`config.mk`:
```
export PLATFORM = sky130hd
export DESIGN_NAME = index_winding_reverser_flat
export DESIGN_NICKNAME = d
export VERILOG_FILES = /design/src/hdl/iwr_pkg.sv /design/src/hdl/iwr_in_if.sv /design/src/hdl/iwr_out_if.sv /design/src/hdl/iwr_cell.sv /design/src/hdl/iwr_stack.sv /design/src/hdl/index_winding_reverser.sv /design/src/flat_wrapper.sv
export SDC_FILE = /design/constraint.sdc
export NUM_CORES = 2
export LEC_CHECK = 0
export BUFFER_PORTS_ARGS = -buffer_cell sky130_fd_sc_hd__buf_2
export CAP_MARGIN = 30
export CORE_MARGIN = 2
export CORE_UTILIZATION = 50
export DETAILED_ROUTE_END_ITERATION = 8
export PLACE_DENSITY = 0.71
export SKIP_LAST_GASP = 1
export SYNTH_ARGS = -nofsm -noshare
export SYNTH_HDL_FRONTEND = slang
export SYNTH_SLANG_ARGS = --single-unit
```
`constraint.sdc`:
```
create_clock -name clk -period 84.8 [get_ports clk]
set_input_delay 16.96 -clock clk [delete_from_list [all_inputs] [get_ports clk]]
set_output_delay 16.96 -clock clk [all_outputs]
set_load 0.005 [all_outputs]
```
`src/hdl/iwr_pkg.sv`:
```
package iwr_pkg;

  // Field widths of one input item and one result.
  localparam int unsigned MODE_W = 4;
  localparam int unsigned IDX_W  = 32;

  // Primitive modes.
  localparam logic [MODE_W-1:0] MODE_TRI         = 4'd0;
  localparam logic [MODE_W-1:0] MODE_QUAD        = 4'd1;
  localparam logic [MODE_W-1:0] MODE_TRI_STRIP   = 4'd2;
  localparam logic [MODE_W-1:0] MODE_QUAD_STRIP  = 4'd3;
  localparam logic [MODE_W-1:0] MODE_FAN         = 4'd4;
  localparam logic [MODE_W-1:0] MODE_POLYGON     = 4'd5;
  localparam logic [MODE_W-1:0] MODE_POINTS      = 4'd6;
  localparam logic [MODE_W-1:0] MODE_LINES       = 4'd7;
  localparam logic [MODE_W-1:0] MODE_LINE_STRIP  = 4'd8;
  localparam logic [MODE_W-1:0] MODE_LOOP        = 4'd9;

  // Kind of a complete group waiting in the group buffer.
  typedef enum logic [1:0] {
    GRP_TRI  = 2'd0,
    GRP_QUAD = 2'd1,
    GRP_PAIR = 2'd2
  } grp_kind_t;

  // Control handed down the row of stack cells.
  typedef struct packed {
    logic push;
    logic pop;
  } stk_ctl_t;

  // Position of the last index of a group, by kind.
  function automatic logic [1:0] grp_last_pos(grp_kind_t kind);
    logic [1:0] pos;
    case (kind)
      GRP_TRI:  pos = 2'd2;
      GRP_QUAD: pos = 2'd3;
      GRP_PAIR: pos = 2'd1;
      default:  pos = 2'd1;
    endcase
    return pos;
  endfunction

  // Group buffer slot that gives the result at a given step.
  // Triangles read a,c,b, quads a,d,c,b and strip pairs b,a.
  function automatic logic [1:0] grp_sel(grp_kind_t kind, logic [1:0] step);
    logic [1:0] sel;
    case (kind)
      GRP_TRI:  sel = (step == 2'd0) ? 2'd0 : ((step == 2'd1) ? 2'd2 : 2'd1);
      GRP_QUAD: sel = (step == 2'd0) ? 2'd0 : 2'(3'd4 - {1'b0, step});
      GRP_PAIR: sel = (step == 2'd0) ? 2'd1 : 2'd0;
      default:  sel = 2'd0;
    endcase
    return sel;
  endfunction

endpackage

```
`src/hdl/iwr_in_if.sv`:
```
interface iwr_in_if;
  logic                          valid;
  logic                          ready;
  logic [iwr_pkg::MODE_W-1:0]    mode;
  logic [iwr_pkg::IDX_W-1:0]     index;
  logic                          last_in;

  modport source (output valid, mode, index, last_in, input ready);
  modport sink (input valid, mode, index, last_in, output ready);
endinterface

```
`src/hdl/iwr_out_if.sv`:
```
interface iwr_out_if;
  logic                          valid;
  logic                          ready;
  logic [iwr_pkg::IDX_W-1:0]     index_out;
  logic                          last_out;
  logic                          overflow;

  modport source (output valid, index_out, last_out, overflow, input ready);
  modport sink (input valid, index_out, last_out, overflow, output ready);
endinterface

```
`src/hdl/iwr_cell.sv`:
```
module iwr_cell (
  input  logic                      clk,
  input  iwr_pkg::stk_ctl_t         ctl,
  input  logic [iwr_pkg::IDX_W-1:0] from_prev,
  input  logic [iwr_pkg::IDX_W-1:0] from_next,
  output logic [iwr_pkg::IDX_W-1:0] value
);

  // A push moves the entry one place deeper, a pop one place toward the top.
  always_ff @(posedge clk) begin
    if (ctl.push) begin
      value <= from_prev;
    end else if (ctl.pop) begin
      value <= from_next;
    end
  end

endmodule

```
`src/hdl/iwr_stack.sv`:
```
module iwr_stack #(
  parameter int unsigned DEPTH = 64
) (
  input  logic                      clk,
  input  iwr_pkg::stk_ctl_t         ctl,
  input  logic [iwr_pkg::IDX_W-1:0] push_data,
  output logic [iwr_pkg::IDX_W-1:0] top
);

  logic [iwr_pkg::IDX_W-1:0] cell_value [DEPTH];

  // Row of cells: the newest index sits in the first cell.
  for (genvar i = 0; i < DEPTH; i++) begin : g_cell
    logic [iwr_pkg::IDX_W-1:0] prev_value;
    logic [iwr_pkg::IDX_W-1:0] next_value;

    if (i == 0) begin : g_first
      assign prev_value = push_data;
    end else begin : g_inner_prev
      assign prev_value = cell_value[i-1];
    end

    if (i == DEPTH - 1) begin : g_end
      assign next_value = cell_value[i];
    end else begin : g_inner_next
      assign next_value = cell_value[i+1];
    end

    iwr_cell u_cell (
      .clk       (clk),
      .ctl       (ctl),
      .from_prev (prev_value),
      .from_next (next_value),
      .value     (cell_value[i])
    );
  end

  assign top = cell_value[0];

endmodule

```
`src/hdl/index_winding_reverser.sv`:
```
// Index winding reverser.
// The items channel carries one vertex index per transaction, with the list's
// mode (read on its first index) and a last mark on the final index. The
// results channel returns the indices in reversed winding order, with a last
// mark on a list's final result if its last index ends a group or a stored
// list, and an overflow flag on reversed results of a list that overflowed.
// An index is taken while no results are being sequenced and the output
// register is free. Grouped modes (triangles, quads and strips) then emit the
// results of the completed group and take no index until they are out. Fan,
// polygon, point and line modes store indices in a row of MAX_LIST stack
// cells and, after the last index, pop one index per cycle unless the
// receiver stalls; the single output register sets the rate.
// A fan's first index is loaded into the output register at the edge that
// takes it. The first result of a group or of a drained list is loaded from
// the group or drain state, which the index that completes it enters.
// Synchronous reset empties the stack, clears the list state and drops the
// output register. When the receiver stalls, the current result holds in the
// output register and no further transaction is taken or emitted.
module index_winding_reverser #(
  parameter int unsigned MAX_LIST = 64
) (
  input  logic      clk,
  input  logic      rst,
  iwr_in_if.sink    items,
  iwr_out_if.source results
);

  localparam int unsigned CW = $clog2(MAX_LIST + 1);

  typedef enum logic [2:0] {
    S_IN    = 3'b001,
    S_GROUP = 3'b010,
    S_DRAIN = 3'b100
  } state_t;

  state_t                          state;
  logic                            list_started;
  logic [iwr_pkg::MODE_W-1:0]      list_mode;
  logic [1:0]                      gpos;
  logic [CW-1:0]                   count;
  logic                            ovf_seen;
  iwr_pkg::grp_kind_t              grp_kind;
  logic [1:0]                      step;
  logic                            last_pending;
  logic [iwr_pkg::IDX_W-1:0]       grp_buf [4];

  logic                            out_valid;
  logic [iwr_pkg::IDX_W-1:0]       out_index;
  logic                            out_last;
  logic                            out_ovf;

  logic                            slot_free;
  logic                            accept;
  logic                            is_first;
  logic [iwr_pkg::MODE_W-1:0]      eff_mode;
  logic                            grouped;
  logic                            stored_mode;
  iwr_pkg::grp_kind_t              in_kind;
  logic                            grp_done;
  logic                            fan_head;
  logic                            do_push;
  logic                            full;
  logic                            drain_pop;
  logic [iwr_pkg::IDX_W-1:0]       stack_top;
  iwr_pkg::stk_ctl_t               stk_ctl;
  logic [1:0]                      sel;

  // Input decode: the mode comes from the first index of each list.
  always_comb begin
    slot_free   = !out_valid || results.ready;
    accept      = items.valid && items.ready;
    is_first    = !list_started;
    eff_mode    = is_first ? items.mode : list_mode;
    grouped     = (eff_mode <= iwr_pkg::MODE_QUAD_STRIP);
    stored_mode = (eff_mode >= iwr_pkg::MODE_FAN) && (eff_mode <= iwr_pkg::MODE_LOOP);
    if (eff_mode == iwr_pkg::MODE_TRI) begin
      in_kind = iwr_pkg::GRP_TRI;
    end else if (eff_mode == iwr_pkg::MODE_QUAD) begin
      in_kind = iwr_pkg::GRP_QUAD;
    end else begin
      in_kind = iwr_pkg::GRP_PAIR;
    end
    grp_done    = grouped && (gpos == iwr_pkg::grp_last_pos(in_kind));
    fan_head    = (eff_mode == iwr_pkg::MODE_FAN) && is_first;
    full        = (count == CW'(MAX_LIST));
    do_push     = accept && stored_mode && !fan_head && !full;
    drain_pop   = (state == S_DRAIN) && slot_free;
    stk_ctl.push = do_push;
    stk_ctl.pop  = drain_pop;
    sel         = iwr_pkg::grp_sel(grp_kind, step);
  end

  assign items.ready = (state == S_IN) && slot_free;

  iwr_stack #(
    .DEPTH (MAX_LIST)
  ) u_stack (
    .clk       (clk),
    .ctl       (stk_ctl),
    .push_data (items.index),
    .top       (stack_top)
  );

  // Group buffer holds the indices of the group being collected.
  always_ff @(posedge clk) begin
    if (accept && grouped) begin
      grp_buf[gpos] <= items.index;
    end
  end

  // List control and sequencing of results.
  always_ff @(posedge clk) begin
    if (rst) begin
      state        <= S_IN;
      list_started <= 1'b0;
      list_mode    <= '0;
      gpos         <= '0;
      count        <= '0;
      ovf_seen     <= 1'b0;
      grp_kind     <= iwr_pkg::GRP_TRI;
      step         <= '0;
      last_pending <= 1'b0;
    end else begin
      case (state)
        S_IN: begin
          if (accept) begin
            list_started <= !items.last_in;
            if (is_first) begin
              list_mode <= items.mode;
            end
            if (grouped) begin
              if (grp_done) begin
                gpos         <= '0;
                grp_kind     <= in_kind;
                step         <= '0;
                last_pending <= items.last_in;
                state        <= S_GROUP;
              end else if (items.last_in) begin
                gpos <= '0;
              end else begin
                gpos <= gpos + 2'd1;
              end
            end
            if (do_push) begin
              count <= count + CW'(1);
            end
            if (stored_mode && !fan_head && full) begin
              ovf_seen <= 1'b1;
            end
            // A fan whose only index is its head has nothing to drain.
            if (items.last_in && stored_mode && !(fan_head && count == '0)) begin
              state <= S_DRAIN;
            end
          end
        end
        S_GROUP: begin
          if (slot_free) begin
            step <= step + 2'd1;
            if (step == iwr_pkg::grp_last_pos(grp_kind)) begin
              state <= S_IN;
            end
          end
        end
        S_DRAIN: begin
          if (slot_free) begin
            count <= count - CW'(1);
            if (count == CW'(1)) begin
              ovf_seen <= 1'b0;
              state    <= S_IN;
            end
          end
        end
        default: begin
          state <= S_IN;
        end
      endcase
    end
  end

  // Output register: loaded by a fan head, a group step or a stack pop.
  always_ff @(posedge clk) begin
    if (rst) begin
      out_valid <= 1'b0;
    end else if (slot_free) begin
      out_valid <= (accept && fan_head) || (state == S_GROUP) || (state == S_DRAIN);
    end
  end

  always_ff @(posedge clk) begin
    if (slot_free) begin
      if (state == S_GROUP) begin
        out_index <= grp_buf[sel];
        out_last  <= last_pending && (step == iwr_pkg::grp_last_pos(grp_kind));
        out_ovf   <= 1'b0;
      end else if (state == S_DRAIN) begin
        out_index <= stack_top;
        out_last  <= (count == CW'(1));
        out_ovf   <= ovf_seen;
      end else begin
        out_index <= items.index;
        out_last  <= items.last_in;
        out_ovf   <= 1'b0;
      end
    end
  end

  assign results.valid     = out_valid;
  assign results.index_out = out_index;
  assign results.last_out  = out_last;
  assign results.overflow  = out_ovf;

  // The stack never holds more than its capacity.
  a_count_bound: assert property (@(posedge clk) disable iff (rst)
    count <= CW'(MAX_LIST))
    else $error("stack count beyond capacity");

  // Draining only happens with something stored.
  a_drain_nonempty: assert property (@(posedge clk) disable iff (rst)
    (state == S_DRAIN) |-> (count != '0))
    else $error("drain with empty stack");

  // The final pop leaves the list state clean for the next list.
  a_drain_end: assert property (@(posedge clk) disable iff (rst)
    (drain_pop && count == CW'(1)) |=> (count == '0 && !ovf_seen && state == S_IN))
    else $error("list state not cleared after drain");

endmodule

```
`src/flat_wrapper.sv`:
```
// flat-port wrapper written by rule: the top's interface ports become plain ports
module index_winding_reverser_flat 
#(
  parameter int unsigned MAX_LIST = 64
)
  (clk, rst, items_valid, items_mode, items_index, items_last_in, items_ready, results_valid, results_index_out, results_last_out, results_overflow, results_ready);
  iwr_in_if items_i ();
  iwr_out_if results_i ();
  input  logic clk;
  input  logic rst;
  input wire logic [$bits(items_i.valid)-1:0] items_valid;
  input wire logic [$bits(items_i.mode)-1:0] items_mode;
  input wire logic [$bits(items_i.index)-1:0] items_index;
  input wire logic [$bits(items_i.last_in)-1:0] items_last_in;
  output wire logic [$bits(items_i.ready)-1:0] items_ready;
  output wire logic [$bits(results_i.valid)-1:0] results_valid;
  output wire logic [$bits(results_i.index_out)-1:0] results_index_out;
  output wire logic [$bits(results_i.last_out)-1:0] results_last_out;
  output wire logic [$bits(results_i.overflow)-1:0] results_overflow;
  input wire logic [$bits(results_i.ready)-1:0] results_ready;
  assign items_i.valid = items_valid;
  assign items_i.mode = items_mode;
  assign items_i.index = items_index;
  assign items_i.last_in = items_last_in;
  assign items_ready = items_i.ready;
  assign results_valid = results_i.valid;
  assign results_index_out = results_i.index_out;
  assign results_last_out = results_i.last_out;
  assign results_overflow = results_i.overflow;
  assign results_i.ready = results_ready;
  index_winding_reverser #(.MAX_LIST(MAX_LIST)) u_core (.clk(clk), .rst(rst), .items(items_i), .results(results_i));
endmodule
```
==> metrics.yaml <==
outcome:
  run_status: "finished, final reports clean"
job:
  drv_cap: 0
timing:
  tightest_slew_ns: 1.20
  drv_slew: 0
  fmax_ghz: 0.0283
  setup_viol: 0
  fin_setup_tns_ns: 0
  period_minus_slack_ns: 35.36
  hold_violations: 0
  rsz0062_at_grt: "false"
  relSlewSlack_pct: 20.0
  timing.final.crit_share_pct: 41.7
  fin_worst_skew_ns: 0.0297
clocking:
  cts_buffer_depth: 3
  insertion_delay_ns: 0.84
  cts-root-buf: "clkbuf_16"
  tritoncts: "yes"
  cts.clk_slew.worst_paths_ns: 0.06
  h-tree-depth: 4
  ctsHoldBuffers: 0
  cts_sinks: 2234
  cts_resized: 0
  post_cts_buffers: 0
  numCtsBuffers: 214
drt:
  highest_layer: "met5"
  drtIter0Drc: 2719
  drt_wl_total_um: 132000
  routedWlPerCell_um: 17.2
  vias: 41100
  met1Wirelength_um: 63000
  drc_errors: 0
  ant_nets: 0
  first_pass_iters: 5
  route.met3.wl_um: 5280
  drt-vias-per-instance: 5.37
  wl_met2_um: 60700
critical_path:
  crit_path_end_kind: "output port"
  required_ns: 67.84
  reg2regPathDepth: 14
  cp-start-kind: "input port"
  cp.arrival_ns: 18.40
  path_max_fanout: 43
  worstSetupPathType: "in2out"
cells_and_area:
  fin_area_um2: 103000
  fillers: 14100
  nNetsFinal: 5015
  drive_gt1_share_pct: 26.3
  syn2layout_area_growth_pct: 9.47
yosys:
  async_flop_share_pct: 0
  synth_ff_type: "edfxtp_1"
  synth_edf_count: 2210
  ys_ff_latch: 2234
  ys_types: 64
  yosysTopAreaCell: "edfxtp_1"
  syn_area_per_cell_um2: 19.4
  syn-num-nets: 4912
  yosysSeqAreaShare_pct: 70.8
  ys_top_cells_by_area: "edfxtp_1 70%, mux2_1 14%, mux2_2 11%"
  synth_commonest_cells: "2,210 x edfxtp_1, 1,132 x mux2_1, 888 x mux2_2"
  syn_inst: 4860
  synth_top_area_share_pct: 70.3
  synth_area_um2: 94400
  synth_most_common_cell: "edfxtp_1"
  synth_warnings: 0
global_routing:
  grt_pass1_wl_um: 219000
  antenna_found_initial: 6
  grt_overflow_total: 0
  grt_start_max_net_pins: 261
  track_usage_pct: 13.5
  grt_pass1_vias: 42200
floorplanning:
  start_util_pct: 50.3
  num_rows: 159
  die-area_um2: 192000
  fp.dieW_um: 438
  fp.dieH_um: 438
  ios: 77
  fp.coreArea_um2: 188000
pwr:
  vdd.ir_drop.worst_uv: 22.4
  cellPowerDensity_nw_per_um2: 24.3
  p_leak_nw: 33.6
place:
  placed_cell_area_um2: 96300
  gp_congestion: 0.765
  io_buffers: 76
  place_hpwl_um: 75300
hold_path:
  hp-class: "reg2reg"
  whs_path_depth: 0
-- per-stage QoR --
stage | total power [W] | instances | util (%) | hold WS (ns) | worst slack, ns
6_report | 0.00251 | 7640 | 55.1 | 0.443 | 49.44
5_1_grt | 0.00262 | 7634 | 55.1 | 0.456 | 49.33
4_1_cts | 0.00255 | 7621 | 54.9 | 0.444 | 49.40
3_5_place_dp | 0.00163 | 7230 | 51.3 | 0.429 | 49.41
3_3_place_gp | 0.00161 | 7225 | 51.3 | 0.422 | 49.43
2_1_floorplan | 0.00176 | 4860 | - | 0.420 | 25.38
-- report_power, final --
group / switching, W / internal, W / total, W
Clock: 0.000397 / 0.000512 / 0.000909
Combinational: 0.000111 / 0.000110 / 0.000221
Sequential: 0.0000392 / 0.00135 / 0.00138
-- registers in the layout, summed over array words and instances (netlist names) --
| name | count |
|---|---|
| u_core.list_mode | 4 |
| u_core.results.overflow | 1 |
| u_core.state | 3 |
| u_core.step | 2 |
| u_core.grp_kind | 2 |
| u_core.results.index_out | 32 |
| u_core.ovf_seen | 1 |
| u_core.results.valid | 1 |
| u_core.results.last_out | 1 |
| u_core.last_pending | 1 |
| u_core.grp_buf | 128 |
| u_core.count | 7 |
| u_core.u_stack.g_cell.u_cell.value | 2048 |
| u_core.gpos | 2 |
| u_core.list_started | 1 |
-- final timing paths --
check	slack (ns)	start	to
worst max-delay path	49.44	results_ready	items_ready
worst max register to register	77.37	u_core.results.valid	u_core.u_stack.g_cell[41].u_cell.value[14]
worst min-delay path	0.44	u_core.u_stack.g_cell[62].u_cell.value[7]	u_core.u_stack.g_cell[63].u_cell.value[7]
worst min register to register	0.44	u_core.u_stack.g_cell[62].u_cell.value[7]	u_core.u_stack.g_cell[63].u_cell.value[7]
-- layout by cell type, fill, tap and decap left out, types with 5 or more instances in the layout --
cell type	netlist	routed
o21ai_0	5	5
buf_2	34	76
clkbuf_1	24	69
nor3_1	8	8
mux2i_1	8	8
diode_2	0	7
nand2b_1	5	5
a21o_1	33	33
buf_16	0	17
ha_1	11	11
buf_12	0	6
dfxtp_1	24	24
mux2_2	888	888
clkinv_1	0	52
inv_16	0	5
bufinv_16	0	14
mux4_2	32	32
a21oi_1	50	50
clkinv_2	0	25
buf_4	81	41
nand4_1	5	5
nand3_1	11	11
edfxtp_1	2210	2210
inv_1	10	9
nand2_1	82	82
mux2_1	1132	1132
nor2_1	22	21
clkbuf_16	0	216
and2_1	6	6
-- critical path, stage by stage --
cell     delay, ns
buf_2         0.08
and2b_1       0.24
inv_2         0.70
and2_1        0.28
buf_2         0.14
-- cells by family after synthesis --
group	after synthesis	synth area share [%]
adders and majority gates	11	0.146
buffers and inverters	265	2.35
muxes	2060	25.0
AOI/OAI and AO/OA	117	0.805
DFF	2234	70.8
and+or+nand+nor	173	0.907
-- cell type report --
type,instances,area [um2],area share [%]
inverters,12,68.8,0.0666
multi-input cells,2361,25300,24.5
well taps,2495,3120,3.02
repair buffers,140,1280,1.24
diodes,7,17.5,0.0170
clock inverters,105,966,0.935
flip-flops and latches,2234,66800,64.7
clock buffers,286,5680,5.50
-- per-layer routing --
| layer | global-route usage, % | vias up |
|---|---|---|
| met5 | 0 | - |
| li1 | - | 19500 |
| met3 | 2.73 | 207 |
| met2 | 20.9 | 528 |
| met4 | 3.94 | 4 |
| met1 | 19.4 | 20800 |
Power figures use the tool's default switching activity.
